## src/rtl/core/assert_macros.svh

```systemverilog
// assertion macros for the rtl core, used by mb64_back
// no dependencies; expects i_clk and i_rst_n in the using module
`ifndef ASSERT_MACROS_SVH
`define ASSERT_MACROS_SVH

// same-cycle implication, held off while reset is low
`define CHK_NOW(lbl, ante, cons, msg) \
    lbl: assert property (@(posedge i_clk) disable iff (!i_rst_n) (ante) |-> (cons)) \
        else $error(msg);

// next-cycle implication, held off while reset is low
`define CHK_NEXT(lbl, ante, cons, msg) \
    lbl: assert property (@(posedge i_clk) disable iff (!i_rst_n) (ante) |=> (cons)) \
        else $error(msg);

`endif

```

## src/rtl/core/mb64_pkg.sv

```systemverilog
// types, constants and lookup functions of the masked base64 name codec
// no dependencies
package mb64_pkg;

    localparam int POS_W = 4;
    localparam int ACC_W = 24;
    localparam int KEY_LEN = 10;

    localparam logic FUNC_ENCODE = 1'b0;
    localparam logic FUNC_DECODE = 1'b1;

    localparam logic [7:0] KEY [KEY_LEN] = '{
        8'h54, 8'h61, 8'h6f, 8'h62, 8'h61, 8'h6f, 8'h2d, 8'h69, 8'h6e, 8'h63
    };

    // first symbol in the top byte
    localparam logic [511:0] ALPHABET = {
        "0JoU8EaN3xf19hIS2d.6pZRFBYurMDGw",
        "7K5m4CyXsbQjg_vTOAkcHVtzqWilnLPe"
    };

    // one queued job: up to four result bytes of one item
    typedef struct packed {
        logic [3:0][7:0] bytes;
        logic [2:0]      cnt;
        logic            done;
    } t_job;

    // index below twice the key length
    function automatic logic [7:0] key_at(input logic [4:0] idx);
        logic [4:0] k;
        k = (idx >= 5'd10) ? idx - 5'd10 : idx;
        return KEY[k[3:0]];
    endfunction

    function automatic logic [7:0] alpha_char(input logic [5:0] s);
        return ALPHABET[{~s, 3'b000} +: 8];
    endfunction

    // symbols are distinct, so an or of the matches gives the index
    function automatic logic [5:0] sym_value(input logic [7:0] c);
        logic [5:0] v;
        v = '0;
        for (int j = 0; j < 64; j++) begin
            if (ALPHABET[8*(63-j) +: 8] == c) begin
                v = v | 6'(j);
            end
        end
        return v;
    endfunction

endpackage

```

## src/rtl/core/mb64_fifo.sv

```systemverilog
// two-entry job queue between the front and back parts
// depends on mb64_pkg
module mb64_fifo (
    input  logic              i_clk,
    input  logic              i_rst_n,
    input  logic              i_push,
    input  mb64_pkg::t_job    i_job,
    input  logic              i_pop,
    output logic              o_full,
    output logic              o_valid,
    output mb64_pkg::t_job    o_head
);
    import mb64_pkg::*;

    t_job       r_mem [2];
    logic       r_wptr, n_wptr;
    logic       r_rptr, n_rptr;
    logic [1:0] r_count, n_count;

    assign o_full  = (r_count == 2'd2);
    assign o_valid = (r_count != 2'd0);
    assign o_head  = r_mem[r_rptr];

    always_comb begin
        n_wptr  = i_push ? ~r_wptr : r_wptr;
        n_rptr  = i_pop ? ~r_rptr : r_rptr;
        n_count = r_count + {1'b0, i_push} - {1'b0, i_pop};
    end

    always_ff @(posedge i_clk) begin
        if (!i_rst_n) begin
            r_wptr  <= 1'b0;
            r_rptr  <= 1'b0;
            r_count <= 2'd0;
        end else begin
            r_wptr  <= n_wptr;
            r_rptr  <= n_rptr;
            r_count <= n_count;
        end
    end

    always_ff @(posedge i_clk) begin
        if (i_push) begin
            r_mem[r_wptr] <= i_job;
        end
    end

endmodule

```

## src/rtl/core/mb64_front.sv

```systemverilog
// front part: accepts beats, keeps name position and partial group, builds jobs
// depends on mb64_pkg
module mb64_front #(
    parameter int NAME_BYTES = 12
) (
    input  logic              i_clk,
    input  logic              i_rst_n,
    input  logic              i_valid,
    output logic              o_stall,
    input  logic              i_func,
    input  logic [7:0]        i_data,
    input  logic              i_start_req,
    input  logic              i_full,
    output logic              o_push,
    output mb64_pkg::t_job    o_job
);
    import mb64_pkg::*;

    localparam logic [POS_W-1:0] NB = POS_W'(NAME_BYTES);

    logic [POS_W-1:0] r_pos, n_pos;
    logic [1:0]       r_gc, n_gc;
    logic [ACC_W-1:0] r_acc, n_acc;

    logic [POS_W-1:0] eff_pos, pos_e, pos_d, remain;
    logic [1:0]       eff_gc, n_d;
    logic [ACC_W-1:0] eff_acc, acc_e, acc_d, v_e;
    logic [2:0]       cnt_e;
    logic [7:0]       b_e;
    logic             done_e, done_d, emit_e, emit_d, emit, accept;
    t_job             job;

    assign accept  = i_valid && !i_full;
    assign o_stall = i_full;

    always_comb begin
        eff_pos = i_start_req ? '0 : r_pos;
        eff_gc  = i_start_req ? '0 : r_gc;
        eff_acc = i_start_req ? '0 : r_acc;

        // encode side
        b_e    = i_data ^ key_at({1'b0, eff_pos});
        cnt_e  = {1'b0, eff_gc} + 3'd1;
        acc_e  = {eff_acc[15:0], b_e};
        pos_e  = eff_pos + 4'd1;
        done_e = (pos_e >= NB);
        emit_e = (cnt_e >= 3'd3) || done_e;
        case (cnt_e)
            3'd1: v_e = {acc_e[7:0], 16'h0000};
            3'd2: v_e = {acc_e[15:0], 8'h00};
            default: v_e = acc_e;
        endcase

        // decode side
        acc_d  = {eff_acc[17:0], sym_value(i_data)};
        emit_d = (eff_gc == 2'd3);
        remain = (eff_pos < NB) ? NB - eff_pos : 4'd1;
        n_d    = (remain < 4'd3) ? remain[1:0] : 2'd3;
        pos_d  = eff_pos + {2'b00, n_d};
        done_d = (pos_d >= NB);

        job = '0;
        if (i_func == FUNC_ENCODE) begin
            for (int k = 0; k < 4; k++) begin
                job.bytes[k] = alpha_char(v_e[ACC_W-1-6*k -: 6]);
            end
            job.cnt  = 3'd4;
            job.done = done_e;
            emit     = emit_e;
        end else begin
            for (int k = 0; k < 3; k++) begin
                job.bytes[k] = acc_d[ACC_W-1-8*k -: 8] ^ key_at({1'b0, eff_pos} + 5'(k));
            end
            job.cnt  = {1'b0, n_d};
            job.done = done_d;
            emit     = emit_d;
        end

        n_pos = r_pos;
        n_gc  = r_gc;
        n_acc = r_acc;
        if (accept) begin
            if (emit) begin
                n_gc  = '0;
                n_acc = '0;
                if (job.done) begin
                    n_pos = '0;
                end else begin
                    n_pos = (i_func == FUNC_ENCODE) ? pos_e : pos_d;
                end
            end else if (i_func == FUNC_ENCODE) begin
                n_gc  = cnt_e[1:0];
                n_acc = acc_e;
                n_pos = pos_e;
            end else begin
                n_gc  = eff_gc + 2'd1;
                n_acc = acc_d;
                n_pos = eff_pos;
            end
        end
    end

    assign o_push = accept && emit;
    assign o_job  = job;

    always_ff @(posedge i_clk) begin
        if (!i_rst_n) begin
            r_pos <= '0;
            r_gc  <= '0;
            r_acc <= '0;
        end else begin
            r_pos <= n_pos;
            r_gc  <= n_gc;
            r_acc <= n_acc;
        end
    end

endmodule

```

## src/rtl/core/mb64_back.sv

```systemverilog
// back part: walks the bytes of the head job into the output register
// depends on mb64_pkg and assert_macros.svh
`include "assert_macros.svh"

module mb64_back (
    input  logic              i_clk,
    input  logic              i_rst_n,
    input  logic              i_q_valid,
    input  mb64_pkg::t_job    i_q_head,
    output logic              o_pop,
    output logic              o_valid,
    input  logic              i_stall,
    output logic [7:0]        o_out_value,
    output logic              o_last,
    output logic              o_name_done
);
    import mb64_pkg::*;

    logic       r_valid, n_valid;
    logic [1:0] r_idx, n_idx;
    logic [7:0] r_value;
    logic       r_last, r_done;
    logic       load, is_last;

    assign load    = i_q_valid && (!r_valid || !i_stall);
    assign is_last = ({1'b0, r_idx} == (i_q_head.cnt - 3'd1));
    assign o_pop   = load && is_last;

    always_comb begin
        n_idx = r_idx;
        if (o_pop) begin
            n_idx = '0;
        end else if (load) begin
            n_idx = r_idx + 2'd1;
        end
        if (load) begin
            n_valid = 1'b1;
        end else if (i_stall) begin
            n_valid = r_valid;
        end else begin
            n_valid = 1'b0;
        end
    end

    always_ff @(posedge i_clk) begin
        if (!i_rst_n) begin
            r_valid <= 1'b0;
            r_idx   <= '0;
        end else begin
            r_valid <= n_valid;
            r_idx   <= n_idx;
        end
    end

    always_ff @(posedge i_clk) begin
        if (load) begin
            r_value <= i_q_head.bytes[r_idx];
            r_last  <= is_last;
            r_done  <= is_last && i_q_head.done;
        end
    end

    assign o_valid     = r_valid;
    assign o_out_value = r_value;
    assign o_last      = r_last;
    assign o_name_done = r_done;

    `CHK_NOW(a_done_on_last, r_valid && r_done, r_last, "name end on a beat that is not last")
    `CHK_NOW(a_idx_in_job, i_q_valid, ({1'b0, r_idx} < i_q_head.cnt), "byte index past job")
    `CHK_NEXT(a_idx_clear, o_pop, r_idx == 2'd0, "byte index not cleared after pop")
    `CHK_NEXT(a_load_shows, load, r_valid, "loaded beat not presented")

endmodule

```

## src/rtl/core/masked_base64_name_codec_top.sv

```systemverilog
// masked base64 name codec: top level joining front, job queue and back
// depends on mb64_pkg, mb64_front, mb64_fifo, mb64_back
//
// input channel: i_valid / o_stall with i_func, i_data, i_start_req, one beat
//   per record byte (encode) or name character (decode)
// output channel: o_valid / i_stall with o_out_value, o_last, o_name_done
// an encode beat gives no result or four characters; a decode beat gives none
//   or one to three record bytes; o_last marks the final result of a beat and
//   o_name_done the final result of the whole name
// the first result of a beat passes through the job queue and then the output
//   register before it is presented
// throughput: one input beat per cycle while the output keeps up; the output
//   register gives one result per cycle while i_stall is low, so encoding, at
//   four characters to three beats, lags; decoding keeps one beat per cycle
// a two-entry job queue parts the two sides: a stalled receiver holds the
//   output register and the queue fills, after which o_stall rises
// reset (synchronous, active low) clears position, partial group, queue and
//   output valid; no result is lost or repeated across stalls
module masked_base64_name_codec_top #(
    parameter int NAME_BYTES = 12
) (
    input  logic       i_clk,
    input  logic       i_rst_n,
    input  logic       i_valid,
    output logic       o_stall,
    input  logic       i_func,
    input  logic [7:0] i_data,
    input  logic       i_start_req,
    output logic       o_valid,
    input  logic       i_stall,
    output logic [7:0] o_out_value,
    output logic       o_last,
    output logic       o_name_done
);
    import mb64_pkg::*;

    logic full, push, pop, q_valid;
    t_job job, head;

    mb64_front #(
        .NAME_BYTES(NAME_BYTES)
    ) u_front (
        .i_clk       (i_clk),
        .i_rst_n     (i_rst_n),
        .i_valid     (i_valid),
        .o_stall     (o_stall),
        .i_func      (i_func),
        .i_data      (i_data),
        .i_start_req (i_start_req),
        .i_full      (full),
        .o_push      (push),
        .o_job       (job)
    );

    mb64_fifo u_fifo (
        .i_clk   (i_clk),
        .i_rst_n (i_rst_n),
        .i_push  (push),
        .i_job   (job),
        .i_pop   (pop),
        .o_full  (full),
        .o_valid (q_valid),
        .o_head  (head)
    );

    mb64_back u_back (
        .i_clk       (i_clk),
        .i_rst_n     (i_rst_n),
        .i_q_valid   (q_valid),
        .i_q_head    (head),
        .o_pop       (pop),
        .o_valid     (o_valid),
        .i_stall     (i_stall),
        .o_out_value (o_out_value),
        .o_last      (o_last),
        .o_name_done (o_name_done)
    );

endmodule
```

## config.mk

```make
export PLATFORM = sky130hd
export DESIGN_NAME = masked_base64_name_codec_top
export DESIGN_NICKNAME = d
export VERILOG_FILES = /design/src/rtl/core/mb64_pkg.sv /design/src/rtl/core/mb64_fifo.sv /design/src/rtl/core/mb64_front.sv /design/src/rtl/core/mb64_back.sv /design/src/rtl/core/masked_base64_name_codec_top.sv
export VERILOG_INCLUDE_DIRS = /design/src /design/src/rtl/core
export SDC_FILE = /design/constraint.sdc
export NUM_CORES = 1
export LEC_CHECK = 0
export BUFFER_PORTS_ARGS = -buffer_cell sky130_fd_sc_hd__buf_2
export CAP_MARGIN = 5
export CORE_UTILIZATION = 50
export CTS_BUF_LIST = sky130_fd_sc_hd__clkbuf_8
export DETAILED_ROUTE_END_ITERATION = 12
export HOLD_SLACK_MARGIN = 0.03
export PLACE_DENSITY_LB_ADDON = 0.1
export SLEW_MARGIN = 15
export SYNTH_ARGS = -nofsm -noshare
export SYNTH_HDL_FRONTEND = slang
export SYNTH_HIERARCHICAL = 1
export SYNTH_SLANG_ARGS = --single-unit
```

## constraint.sdc

```tcl
create_clock -name i_clk -period 6.88 [get_ports i_clk]
set_input_delay 0.688 -clock i_clk [delete_from_list [all_inputs] [get_ports i_clk]]
set_output_delay 0.688 -clock i_clk [all_outputs]
set_load 0.02 [all_outputs]
```

==> metrics.yaml, run 1 <==
ys_async_sr_fraction_pct: 0
irDropWorstVdd_mv: 0.1339
place_congestion: 0.9492
via_count: 10908
timing.final.setup_violations: 0
power.density_nw_per_um2: 176.6
path_clk_slew_ns: 0.07
fin_tns_setup_ns: 0
post_cts_buffers: 0
critical_path.endpoint_type: "register"
drv_slew: 0
timing.critical_path.required_ns: 7.03
pre_cts_ws_ns: 0.9780
clock-sinks: 114
ant_nets: 0
synth_area_um2: 11530
ys_ff_latch: 114
p_total_mw: 2.133
crit_fanout: 31
drtPass1Iterations: 5
rsz0062_at_grt: "no"
cp.arrival_ns: 5.69
layout.nets: 1395
synthCells: 1373
path_class: "in2reg"
wl_per_cell_um: 21.50
nFillCells: 2099
synthDistinctLibCells: 107
antenna_found_initial: 0
yosysWarnings: 6
cp-start-kind: "primary input"
routed_via_density: 6.737
die-area_um2: 23660
area_growth_pct: 4.777
initial_core_util_pct: 50.91
num_rows: 55
slew-limit-headroom_pct: 15.07
drt-total-wl_mm: 34.81
utilization_pct: 53.34
synth_ff_type: "edfxtp_1"
grt_max_degree: 55
p_leak_nw: 4.383
numCtsBuffers: 17
synth_fp_nets: 1447
synth-seq-area-share_pct: 26.92
worst_skew_pair.late_latency_ns: 0.44
io_buffers: 25
tightestPinTransition_ns: 1.274
status: "completed"
dpl.hpwl_mm: 24.24
grt.overflow.total: 0
synth_edf_count: 82
setup_ws_ns: 1.338
htree_levels: 4
syn_avg_cell_area_um2: 8.395
grt_pass1_vias: 9591
pin_count: 26
num_antenna_cells: 0
max-cap-violations: 0
grt_usage_pct: 29.02
clock_skew_ns: 0.01189
fmax_mhz: 180.4
hold_buffers: 0
cts_resized: 0
period_minus_slack_ns: 5.542
drive_gt1_share_pct: 12.97
hp-class: "reg2reg"
first_iter_violations: 1195
core_area_um2: 22640
grt_first_pass_wirelength_mm: 54.32
die_w_um: 153.8
cts_root_buf: "clkbuf_8"
period_share_pct: 80.55
drc: 0
final-hold-violation-count: 0
cts_buffer_depth: 2
die_y_um: 153.8
cts_tree: "built"
[final timing paths]
kind	from	to	slack, ns	cells after the start
setup / recovery	i_start_req	u_fifo/r_mem[0][17]$_DFFE_PP_	1.34	20
hold / removal	u_front/r_gc[0]$_SDFFE_PN0P_	u_front/r_gc[0]$_SDFFE_PN0P_	0.47	2
setup reg to reg	u_front/r_pos[1]$_SDFFE_PN0P_	u_fifo/r_mem[0][13]$_DFFE_PP_	1.54	20
hold reg to reg	u_front/r_gc[0]$_SDFFE_PN0P_	u_front/r_gc[0]$_SDFFE_PN0P_	0.47	2
[logic make-up after synthesis]
family                   Yosys count  share of synthesized area (%)
adder cells (fa/ha/maj)           60                          6.578
other                              1                        0.03253
AND/OR/NAND/NOR                  470                          20.36
flip-flops                       114                          26.92
buffers and inverters            161                          6.329
multiplexers                      73                          8.836
AO/OA/AOI/OAI                    456                          27.87
XOR/XNOR                          38                          3.072
[per-layer routing]
layer	routed length, um	GRT usage [%]	share of wire, %	vias to the layer above
met2	15480	45.39	44	633
met3	2825	3.749	8.1	75
met5	0	0	0	-
met1	15720	41.52	45	5124
met4	782	8.810	2.2	0
li1	-	-	-	5076
[flip-flops by register name, summed over array words and instances, names as in the netlist, named ones only]
| signal | flops |
|---|---|
| u_fifo/r_mem | 72 |
| u_front/r_acc | 18 |
| u_back/o_out_value | 8 |
| u_front/r_pos | 4 |
| u_back/r_idx | 2 |
| u_fifo/r_count | 2 |
| u_front/r_gc | 2 |
| u_back/o_last | 1 |
| u_back/o_name_done | 1 |
| u_back/o_valid | 1 |
| u_fifo/r_rptr | 1 |
| u_fifo/r_wptr | 1 |
[layout make-up]
class / instances / area (um2) / share of cell area [%]
Tap cell: 285 / 356.6 / 2.953
Timing Repair Buffer: 46 / 282.8 / 2.341
Inverter: 44 / 165.2 / 1.368
Sequential cell: 114 / 3104 / 25.70
Clock buffer: 20 / 275.3 / 2.279
Clock inverter: 12 / 187.7 / 1.554
Multi-Input combinational cell: 1098 / 7705 / 63.80
[layout by cell type (no fill, tap or decap), types with 12 or more instances in the layout]
cell type,synthesis,layout
mux2_2,17,17
o31ai_1,12,12
nand2b_1,24,24
a211oi_1,22,22
o21ai_0,76,75
o211ai_1,35,35
buf_4,4,21
a21oi_1,93,93
nor2b_1,41,40
and2_1,21,21
nand3_1,43,43
a31oi_1,23,23
ha_1,59,59
mux2_4,31,31
xnor2_1,29,29
a22oi_1,25,25
dfxtp_1,32,31
nand2_1,141,141
a221oi_1,13,13
buf_2,25,25
o22ai_1,12,12
nor3_1,32,32
clkbuf_8,0,20
nor2_1,100,100
inv_1,38,41
edfxtp_1,82,82
mux2i_1,16,16
[per-stage QoR]
stage	std cells	hold slack (ns)	cell area, um2
2_1_floorplan	1373	0.4414	11530
3_3_place_gp	1587	0.4499	11610
3_5_place_dp	1587	0.4603	11610
4_1_cts	1619	0.4672	12080
5_1_grt	1619	0.5119	12080
6_report	1619	0.4725	12080
[critical path, cell delays in order]
cell and delay [ns]:
buf_2 0.47, nand2b_1 0.34, inv_1 0.15, ha_1 0.25, nor2b_1 0.16, o21bai_1 0.15
a21oi_1 0.10, inv_1 0.12, ha_1 0.19, a21boi_0 0.31, o211ai_1 0.26, a32oi_1 0.76
inv_1 0.35, ha_1 0.32, nor2_1 0.30, nor2_1 0.07, a311oi_1 0.24, a211oi_1 0.08
a211oi_1 0.29, a21oi_1 0.09
[Yosys cell counts, types with 9 or more instances]
cell type / n / area, um2
nand2_1: 141 / 529.3
nor2_1: 100 / 375.4
a21oi_1: 93 / 465.5
edfxtp_1: 82 / 2462
clkbuf_1: 76 / 285.3
o21ai_0: 76 / 380.4
ha_1: 59 / 738.2
nand3_1: 43 / 215.2
nor2b_1: 41 / 256.5
inv_1: 38 / 142.6
o211ai_1: 35 / 262.8
dfxtp_1: 32 / 640.6
nor3_1: 32 / 160.2
mux2_4: 31 / 465.5
xnor2_1: 29 / 254.0
a22oi_1: 25 / 187.7
buf_2: 25 / 125.1
nand2b_1: 24 / 150.1
a31oi_1: 23 / 143.9
a211oi_1: 22 / 165.2
and2_1: 21 / 131.4
mux2_2: 17 / 191.4
mux2i_1: 16 / 160.2
a221oi_1: 13 / 113.9
o22ai_1: 12 / 75.07
o31ai_1: 12 / 90.09
a311oi_1: 11 / 96.34
a32oi_1: 11 / 96.34
o21a_1: 10 / 75.07
nand4_1: 9 / 56.30
[power by group]
group	leakage [nW]	switching, mW	internal, mW
Combinational	3.13	0.387	0.218
Clock	0.243	0.273	0.456
Sequential	1.01	0.0253	0.774
Total	4.38	0.685	1.45
No activity file was read; power rests on OpenSTA's default activity.
==> inputs of run 2 (changes only) <==
ABC_AREA = 1   (was unset)
clock period = 5.38 ns   (was 6.88 ns; I/O delays follow)
==> run 2 against run 1 <==
  * Critical path depth grew 6
  * Flip-flop and latch count is the same
  * Global-route usage grew 0.70 points
  * Sequential power grew 25%
  * Cell count grew 16%
  * Total power grew 20%
  * Design area shrank 3.4%
  * Largest power group unchanged
==> metrics.yaml, run 2 <==
slew-limit-headroom_pct: 38.91  # was 15.07%
grt_max_degree: 57  # was 55
synth-simple-area-share_pct: 33.70  # was 20.36%
cpLargestDelayFamily: "simple AND/OR/NAND/NOR gates"  # was compound AO/OA/AOI/OAI gates
power.density_nw_per_um2: 219.7  # was 176.6 nW/um2
clock-sinks: 114  # unchanged
area.sequential_um2: 3104  # unchanged
final-hold-violation-count: 0  # unchanged
grt_pass1_vias: 9840  # was 9591
fmax_mhz: 238.6
met1_usage_pct: 41.66  # was 41.52%
cp.arrival_ns: 4.36  # was 5.69 ns
ys_ff_latch: 114  # unchanged
crit_fanout: 13  # was 31
synthMuxAreaShare_pct: 4.656  # was 8.836%
slowest_delay_ns: 0.40  # was 0.76 ns
ant_nets: 0  # unchanged
period_minus_slack_ns: 4.192
hold_buffers: 0  # unchanged
ys_async_sr_fraction_pct: 0  # unchanged
p_leak_nw: 5.189  # was 4.383 nW
synthAdderAreaFrac_pct: 6.816  # was 6.578%
p_switching_uw: 927.4  # was 685.3 uW
synth_edf_count: 82  # unchanged
drv_slew: 0  # unchanged
use_met3_pct: 3.645  # was 3.749%
synth_ff_type: "edfxtp_1"  # unchanged
intPower_mw: 1.635  # was 1.447 mW
synth_top_cell_area_share_pct: 22.13  # was 21.36%
routed_via_density: 5.710  # was 6.737
post_cts_buffers: 0  # unchanged
grt.overflow.total: 0  # unchanged
initial_core_util_pct: 50.97  # was 50.91%
seq_power_share_pct: 39.1  # was 37.5%
place_congestion: 0.9364  # was 0.9492
numCtsBuffers: 17  # unchanged
synth_compound_area_share_pct: 14.63  # was 27.87%
die_y_um: 151.2  # was 153.8 um
synth_common_cells: "398 x nand2_1, 170 x nor2_1, 164 x inv_1"  # was 141 x nand2_1, 100 x nor2_1, 93 x a21oi_1
cts_root_buf: "clkbuf_8"  # unchanged
grt_usage_pct: 29.72  # was 29.02%
io_buffers: 25  # unchanged
critical_path.endpoint_type: "register"  # unchanged
crit_path_frequent_cell: "nand2_1"
yosysTopAreaCell: "edfxtp_1"  # unchanged
clock_skew_ns: 0.01736  # was 0.01189 ns
multi_input_area_um2: 6830  # was 7705 um2
synth_area_um2: 11120  # was 11530 um2
first_iter_violations: 883  # was 1195
critPathBufInv: 6  # was 4
synth_fp_nets: 1672  # was 1447
nFillCells: 2123  # was 2099
core_area_um2: 21820  # was 22640 um2
cts_tree: "built"  # unchanged
met2_usage_pct: 47.89  # was 45.39%
cp_slowest_cell: "ha_1"  # was a32oi_1
num_rows: 54  # was 55
fin_tns_setup_ns: 0  # unchanged
tightestPinTransition_ns: 0.9154  # was 1.274 ns
layout.nets: 1664  # was 1395
layout_common_cells: "398 x nand2_1, 169 x nor2_1, 164 x inv_1"  # was 141 x nand2_1, 100 x nor2_1, 93 x a21oi_1
cts_buffer_depth: 2  # unchanged
htree_levels: 4  # unchanged
final_common_cell: "nand2_1"  # unchanged
die_w_um: 151.2  # was 153.8 um
post-synth-top-count-cell: "nand2_1"  # unchanged
comb_power_share_pct: 28.1  # was 28.4%
drive_gt1_share_pct: 12.98  # was 12.97%
drtPass1Iterations: 6  # was 5
syn_avg_cell_area_um2: 6.961  # was 8.395 um2
worst_skew_pair.late_latency_ns: 0.43  # was 0.44 ns
path_class: "in2reg"  # unchanged
num_antenna_cells: 0  # unchanged
wl_per_cell_um: 17.64  # was 21.50 um
regMostFlops: "u_fifo/r_mem"  # unchanged
grt_most_used_layer: "met2"  # unchanged
switching_share_pct: 36.18  # was 32.13%
area_growth_pct: 4.870  # was 4.777%
irDropWorstVdd_mv: 0.1497  # was 0.1339 mV
synth_area_leaders: "edfxtp_1 22%, nand2_1 13%, ha_1 6.6%, nand3_1 6.6%, dfxtp_1 5.8%"  # was edfxtp_1 21%, ha_1 6.4%, dfxtp_1 5.6%, nand2_1 4.6%, a21oi_1 4.0%
path_clk_slew_ns: 0.09  # was 0.07 ns
dpl.hpwl_mm: 25.04  # was 24.24 mm
synth_top_family_by_area: "simple AND/OR/NAND/NOR gates"  # was compound AO/OA/AOI/OAI gates
status: "completed"  # unchanged
drt-total-wl_mm: 33.21  # was 34.81 mm
largest_reg_flops: 72  # unchanged
drc: 0  # unchanged
period_share_pct: 77.91
max-cap-violations: 0  # unchanged
die-area_um2: 22850  # was 23660 um2
synth-seq-area-share_pct: 27.89  # was 26.92%
timing.critical_path.required_ns: 5.55  # was 7.03 ns
synthCells: 1598  # was 1373
yosysWarnings: 6  # unchanged
synthDistinctLibCells: 64  # was 107
antenna_found_initial: 0  # unchanged
grt_first_pass_wirelength_mm: 52.52  # was 54.32 mm
cts_resized: 0  # unchanged
hp-class: "in2reg"  # was reg2reg
via_count: 10752  # was 10908
pin_count: 26  # unchanged
cp-start-kind: "primary input"  # unchanged
whs_ns: 0.4060  # was 0.4725 ns
synthXorXnorAreaFrac_pct: 1.496  # was 3.072%
p_total_mw: 2.563  # was 2.133 mW
timing.final.setup_violations: 0  # unchanged
rsz0062_at_grt: "no"  # unchanged
pwr-share-clk_pct: 32.8  # was 34.1%
run 2: cell types whose count changed after synthesis, moves of 17 or more:
cell and delta:
nor2_1 +70, nand2_2 +21, nor2b_1 -41, inv_1 +126, xnor2_1 -25, a211oi_1 -18
a22oi_1 -24, o21ai_1 +32, nand3_1 +104, nand2_1 +257, nand2b_1 -24, clkbuf_1 -55
a31oi_1 -17
run 2: power groups by stage:
stage / Clock, mW / Sequential, mW / Combinational [mW]
after global placement: 0 / 1.02 / 0.704
after floorplan: 0 / 1.02 / 0.532
after CTS: 0.860 / 1.00 / 0.706
final: 0.842 / 1.00 / 0.720
after global routing: 0.891 / 1.00 / 0.797
after detailed placement: 0 / 1.02 / 0.704
run 2: logic make-up (layout without fill, tap and decap cells):
| logic type | Yosys count | in the layout |
|---|---|---|
| xor gates and xnor gates | 19 | 19 |
| other | 1 | 1 |
| muxes | 36 | 36 |
| buffers and inverters | 257 | 262 |
| adders and majority gates | 60 | 60 |
| DFF | 114 | 114 |
| AOI/OAI and AO/OA | 279 | 279 |
| and+or+nand+nor | 832 | 832 |
run 2: path summary, 6_finish.rpt:
check	start	to	slack [ns]	cells past startpoint
setup / recovery	i_start_req	u_fifo/r_mem[1][15]$_DFFE_PP_	1.19	26
hold reg to reg	u_front/r_acc[4]$_SDFFE_PN0P_	u_front/r_acc[4]$_SDFFE_PN0P_	0.47	2
hold / removal	i_rst_n	u_fifo/r_count[0]$_SDFF_PN0_	0.41	3
setup reg to reg	u_front/r_pos[1]$_SDFFE_PN0P_	u_fifo/r_mem[1][15]$_DFFE_PP_	1.27	26
run 2: cell type report:
type                            instances  share of cell area, %
Timing Repair Buffer                   40                  2.038
Inverter                              190                  6.263
Multi-Input combinational cell       1227                  58.55
Clock buffer                           18                  2.124
Sequential cell                       114                  26.61
Tap cell                              280                  3.003
Clock inverter                         14                  1.416
run 2: per-layer routing:
layer	part of all wire [%]	wire length (um)
met1	45	14890
met2	46	15390
met3	7.0	2330
met4	1.8	599
met5	0	0
run 2: worst register-to-register path: cells and delay by family (launching register included):
kind	cells	cell delay, ns
buf+inv	5	0.49
compound gates	2	0.32
simple gates	16	1.81
flops	1	0.37
fa+ha+maj	3	0.86
run 2: stage by stage:
step | instances | worst slack, ns | util [%] | area (um2)
2_1_floorplan | 1598 | 1.404 | - | 11120
3_3_place_gp | 1851 | 0.9443 | 51.57 | 11250
3_5_place_dp | 1851 | 0.8418 | 51.57 | 11250
4_1_cts | 1883 | 1.287 | 53.46 | 11670
5_1_grt | 1883 | 0.8705 | 53.46 | 11670
6_report | 1883 | 1.188 | 53.46 | 11670
==> inputs of run 3 (changes only) <==
ABC_AREA = 0   (was 1)
clock period = 3.5 ns   (was 5.38 ns; I/O delays follow)
==> run 3 against run 2 <==
  * The run now ends with negative setup slack left
  * Total power grew 78%
  * Critical endpoint is now u_fifo/r_mem[0][23]$_DFFE_PP_
  * Highest routed layer unchanged
  * Register-to-register slack lost 1.5 ns
  * Largest power group is now combinational cells
  * Worst hold slack lost 0.19 ns
==> metrics.yaml, run 3 (same netlist as run 1, synthesis figures left out) <==
status: "complete, but fails checks"  # was completed
violations: "negative setup slack"
layout_common_cells: "326 x buf_4, 134 x nand2_1, 85 x nor2_1"  # was 398 x nand2_1, 169 x nor2_1, 164 x inv_1
critical_path.endpoint_type: "register"  # unchanged
drt-total-wl_mm: 41.18  # was 33.21 mm
via_count: 12498  # was 10752
num_rows: 55  # was 54
crit_start: "u_front/r_pos[1]$_SDFFE_PN0P_"  # was i_start_req
cts_tree: "built"  # unchanged
drtPass1Iterations: 6  # unchanged
r2r_slack_ns: -0.25  # was 1.27 ns
dpl.cell_count: 1881  # was 1851
die-area_um2: 23660  # was 22850 um2
instances_no_fill: 1960  # was 1883
worst_skew_pair.late_latency_ns: 0.44  # was 0.43 ns
clock_skew_ns: 0.02048  # was 0.01736 ns
first_iter_violations: 1286  # was 883
hp-class: "in2reg"  # unchanged
layout.nets: 1736  # was 1664
cts_buffer_depth: 2  # unchanged
cp.arrival_ns: 3.91  # was 4.36 ns
grt_max_degree: 39  # was 57
ant_nets: 0  # unchanged
timing.final.setup_violations: 52  # was 0
clock-sinks: 114  # unchanged
htree_levels: 4  # unchanged
cp-start-kind: "register"  # was primary input
io_buffers: 25  # unchanged
die_y_um: 153.8  # was 151.2 um
grt_pass1_vias: 11624  # was 9840
max-cap-violations: 0  # unchanged
place_congestion: 1.020  # was 0.9364
fmax_mhz: 266.8
routed_via_density: 6.377  # was 5.710
r2r_start: "u_front/r_pos[1]$_SDFFE_PN0P_"  # unchanged
p_total_mw: 4.567  # was 2.563 mW
cts_root_buf: "clkbuf_8"  # unchanged
pin_count: 26  # unchanged
crit_fanout: 5  # was 13
largest_reg_flops: 72  # unchanged
area_growth_pct: 37.45  # was 4.870%
timing.critical_path.required_ns: 3.66  # was 5.55 ns
wl_per_cell_um: 21.01  # was 17.64 um
final-hold-violation-count: 0  # unchanged
utilization_pct: 69.98  # was 53.46%
core_area_um2: 22640  # was 21820 um2
grt.overflow.total: 0  # unchanged
initial_core_util_pct: 50.91  # was 50.97%
grt_first_pass_wirelength_mm: 63.80  # was 52.52 mm
irDropWorstVdd_mv: 0.2617  # was 0.1497 mV
die_w_um: 153.8  # was 151.2 um
hp-start: "i_stall"  # was i_rst_n
regMostFlops: "u_fifo/r_mem"  # unchanged
placed_area_um2: 14280  # was 11250 um2
period_minus_slack_ns: 3.748
grt_usage_pct: 34.17  # was 29.72%
tightestPinTransition_ns: 0.8127  # was 0.9154 ns
final_common_cell: "buf_4"  # was nand2_1
rsz0062_at_grt: "yes"  # was no
path_class: "reg2reg"  # was in2reg
numCtsBuffers: 17  # unchanged
p_leak_nw: 6.268  # was 5.189 nW
drv_slew: 0  # unchanged
power.density_nw_per_um2: 288.3  # was 219.7 nW/um2
dpl.hpwl_mm: 30.23  # was 25.04 mm
period_share_pct: 107.1
drive_gt1_share_pct: 40.36  # was 12.98%
path_clk_slew_ns: 0.09  # about the same
final_cell_area_um2: 15840  # was 11670 um2
setup_ws_ns: -0.2484  # was 1.188 ns
antenna_found_initial: 0  # unchanged
num_antenna_cells: 0  # unchanged
drc: 0  # unchanged
slew-limit-headroom_pct: 44.42  # was 38.91%
==> run 3: cell types whose count changed in the layout (fill, tap and decap cells not counted), sizes merged, moves of 49 or more <==
cell	change
nand3	-114
nor2	-79
buf	+347
o21ai	-49
nand2	-289
inv	-152
==> run 3: path summary, 6_finish.rpt <==
kind,end,cells past startpoint
setup / recovery,u_fifo/r_mem[0][23]$_DFFE_PP_,20
hold / removal,u_back/o_valid$_SDFFE_PN0P_,3
hold reg to reg,u_front/r_gc[0]$_SDFFE_PN0P_,2
setup reg to reg,u_fifo/r_mem[0][23]$_DFFE_PP_,20
==> run 3: critical path: stages (launching register included) <==
cell and delay [ns]:
dfxtp_4 0.38, nand2b_4 0.08, inv_4 0.04, ha_4 0.14
nor2b_4 0.12, o21bai_1 0.15, a21oi_2 0.09, ha_1 0.33
inv_2 0.10, buf_6 0.12, nor2_4 0.03, a211oi_4 0.33
mux2i_4 0.12, buf_6 0.14, nor2_4 0.21, clkinv_4 0.14
buf_12 0.15, ha_4 0.20, a211oi_1 0.21, a2bb2oi_1 0.09
o221a_1 0.30
==> run 3: layout make-up <==
class / count / area [um2]
tap: 285 / 356.6
timing repair buffer: 387 / 3065
clock buffer: 17 / 234.0
sequential: 114 / 3113
multi-input combinational: 1098 / 8738
inverter: 44 / 191.4
fill: 1789 / 6798
clock inverter: 15 / 143.9
==> run 3: power by group <==
part / leakage (nW) / internal, mW / switching [mW]
sequential: 1.02 / 1.52 / 0.0436
clock: 0.192 / 0.626 / 0.555
combinational: 5.06 / 0.840 / 0.982
total: 6.27 / 2.99 / 1.58
==> run 3: per-stage QoR <==
| step | hold WS [ns] | TNS, ns | setup WS (ns) |
|---|---|---|---|
| global route | 0.2269 | -12.34 | -0.3620 |
| global placement | 0.4516 | -19.18 | -0.4712 |
| detailed placement | 0.4746 | -21.84 | -0.4873 |
| CTS | 0.2144 | -2.333 | -0.1938 |
| finish | 0.2201 | -5.551 | -0.2484 |
| floorplan | 0.4414 | -24.62 | -0.6398 |
==> run 3: routing by layer <==
metal | global-route usage [%] | wire [um] | vias to the layer above
met3 | 4.059 | 3264 | 132
met2 | 56.19 | 19360 | 707
met4 | 13.52 | 1550 | 0
met1 | 45.75 | 17010 | 5900
li1 | - | - | 5759
met5 | 0 | 0 | -
==> run 3: timing repair <==
item                                    4_1_cts  5_1_grt
hold buffers                                  0        0
setup buffers                                23       29
gates resized for setup                      83       94
pin swaps                                    38       61
endpoints found under the setup margin       60       62
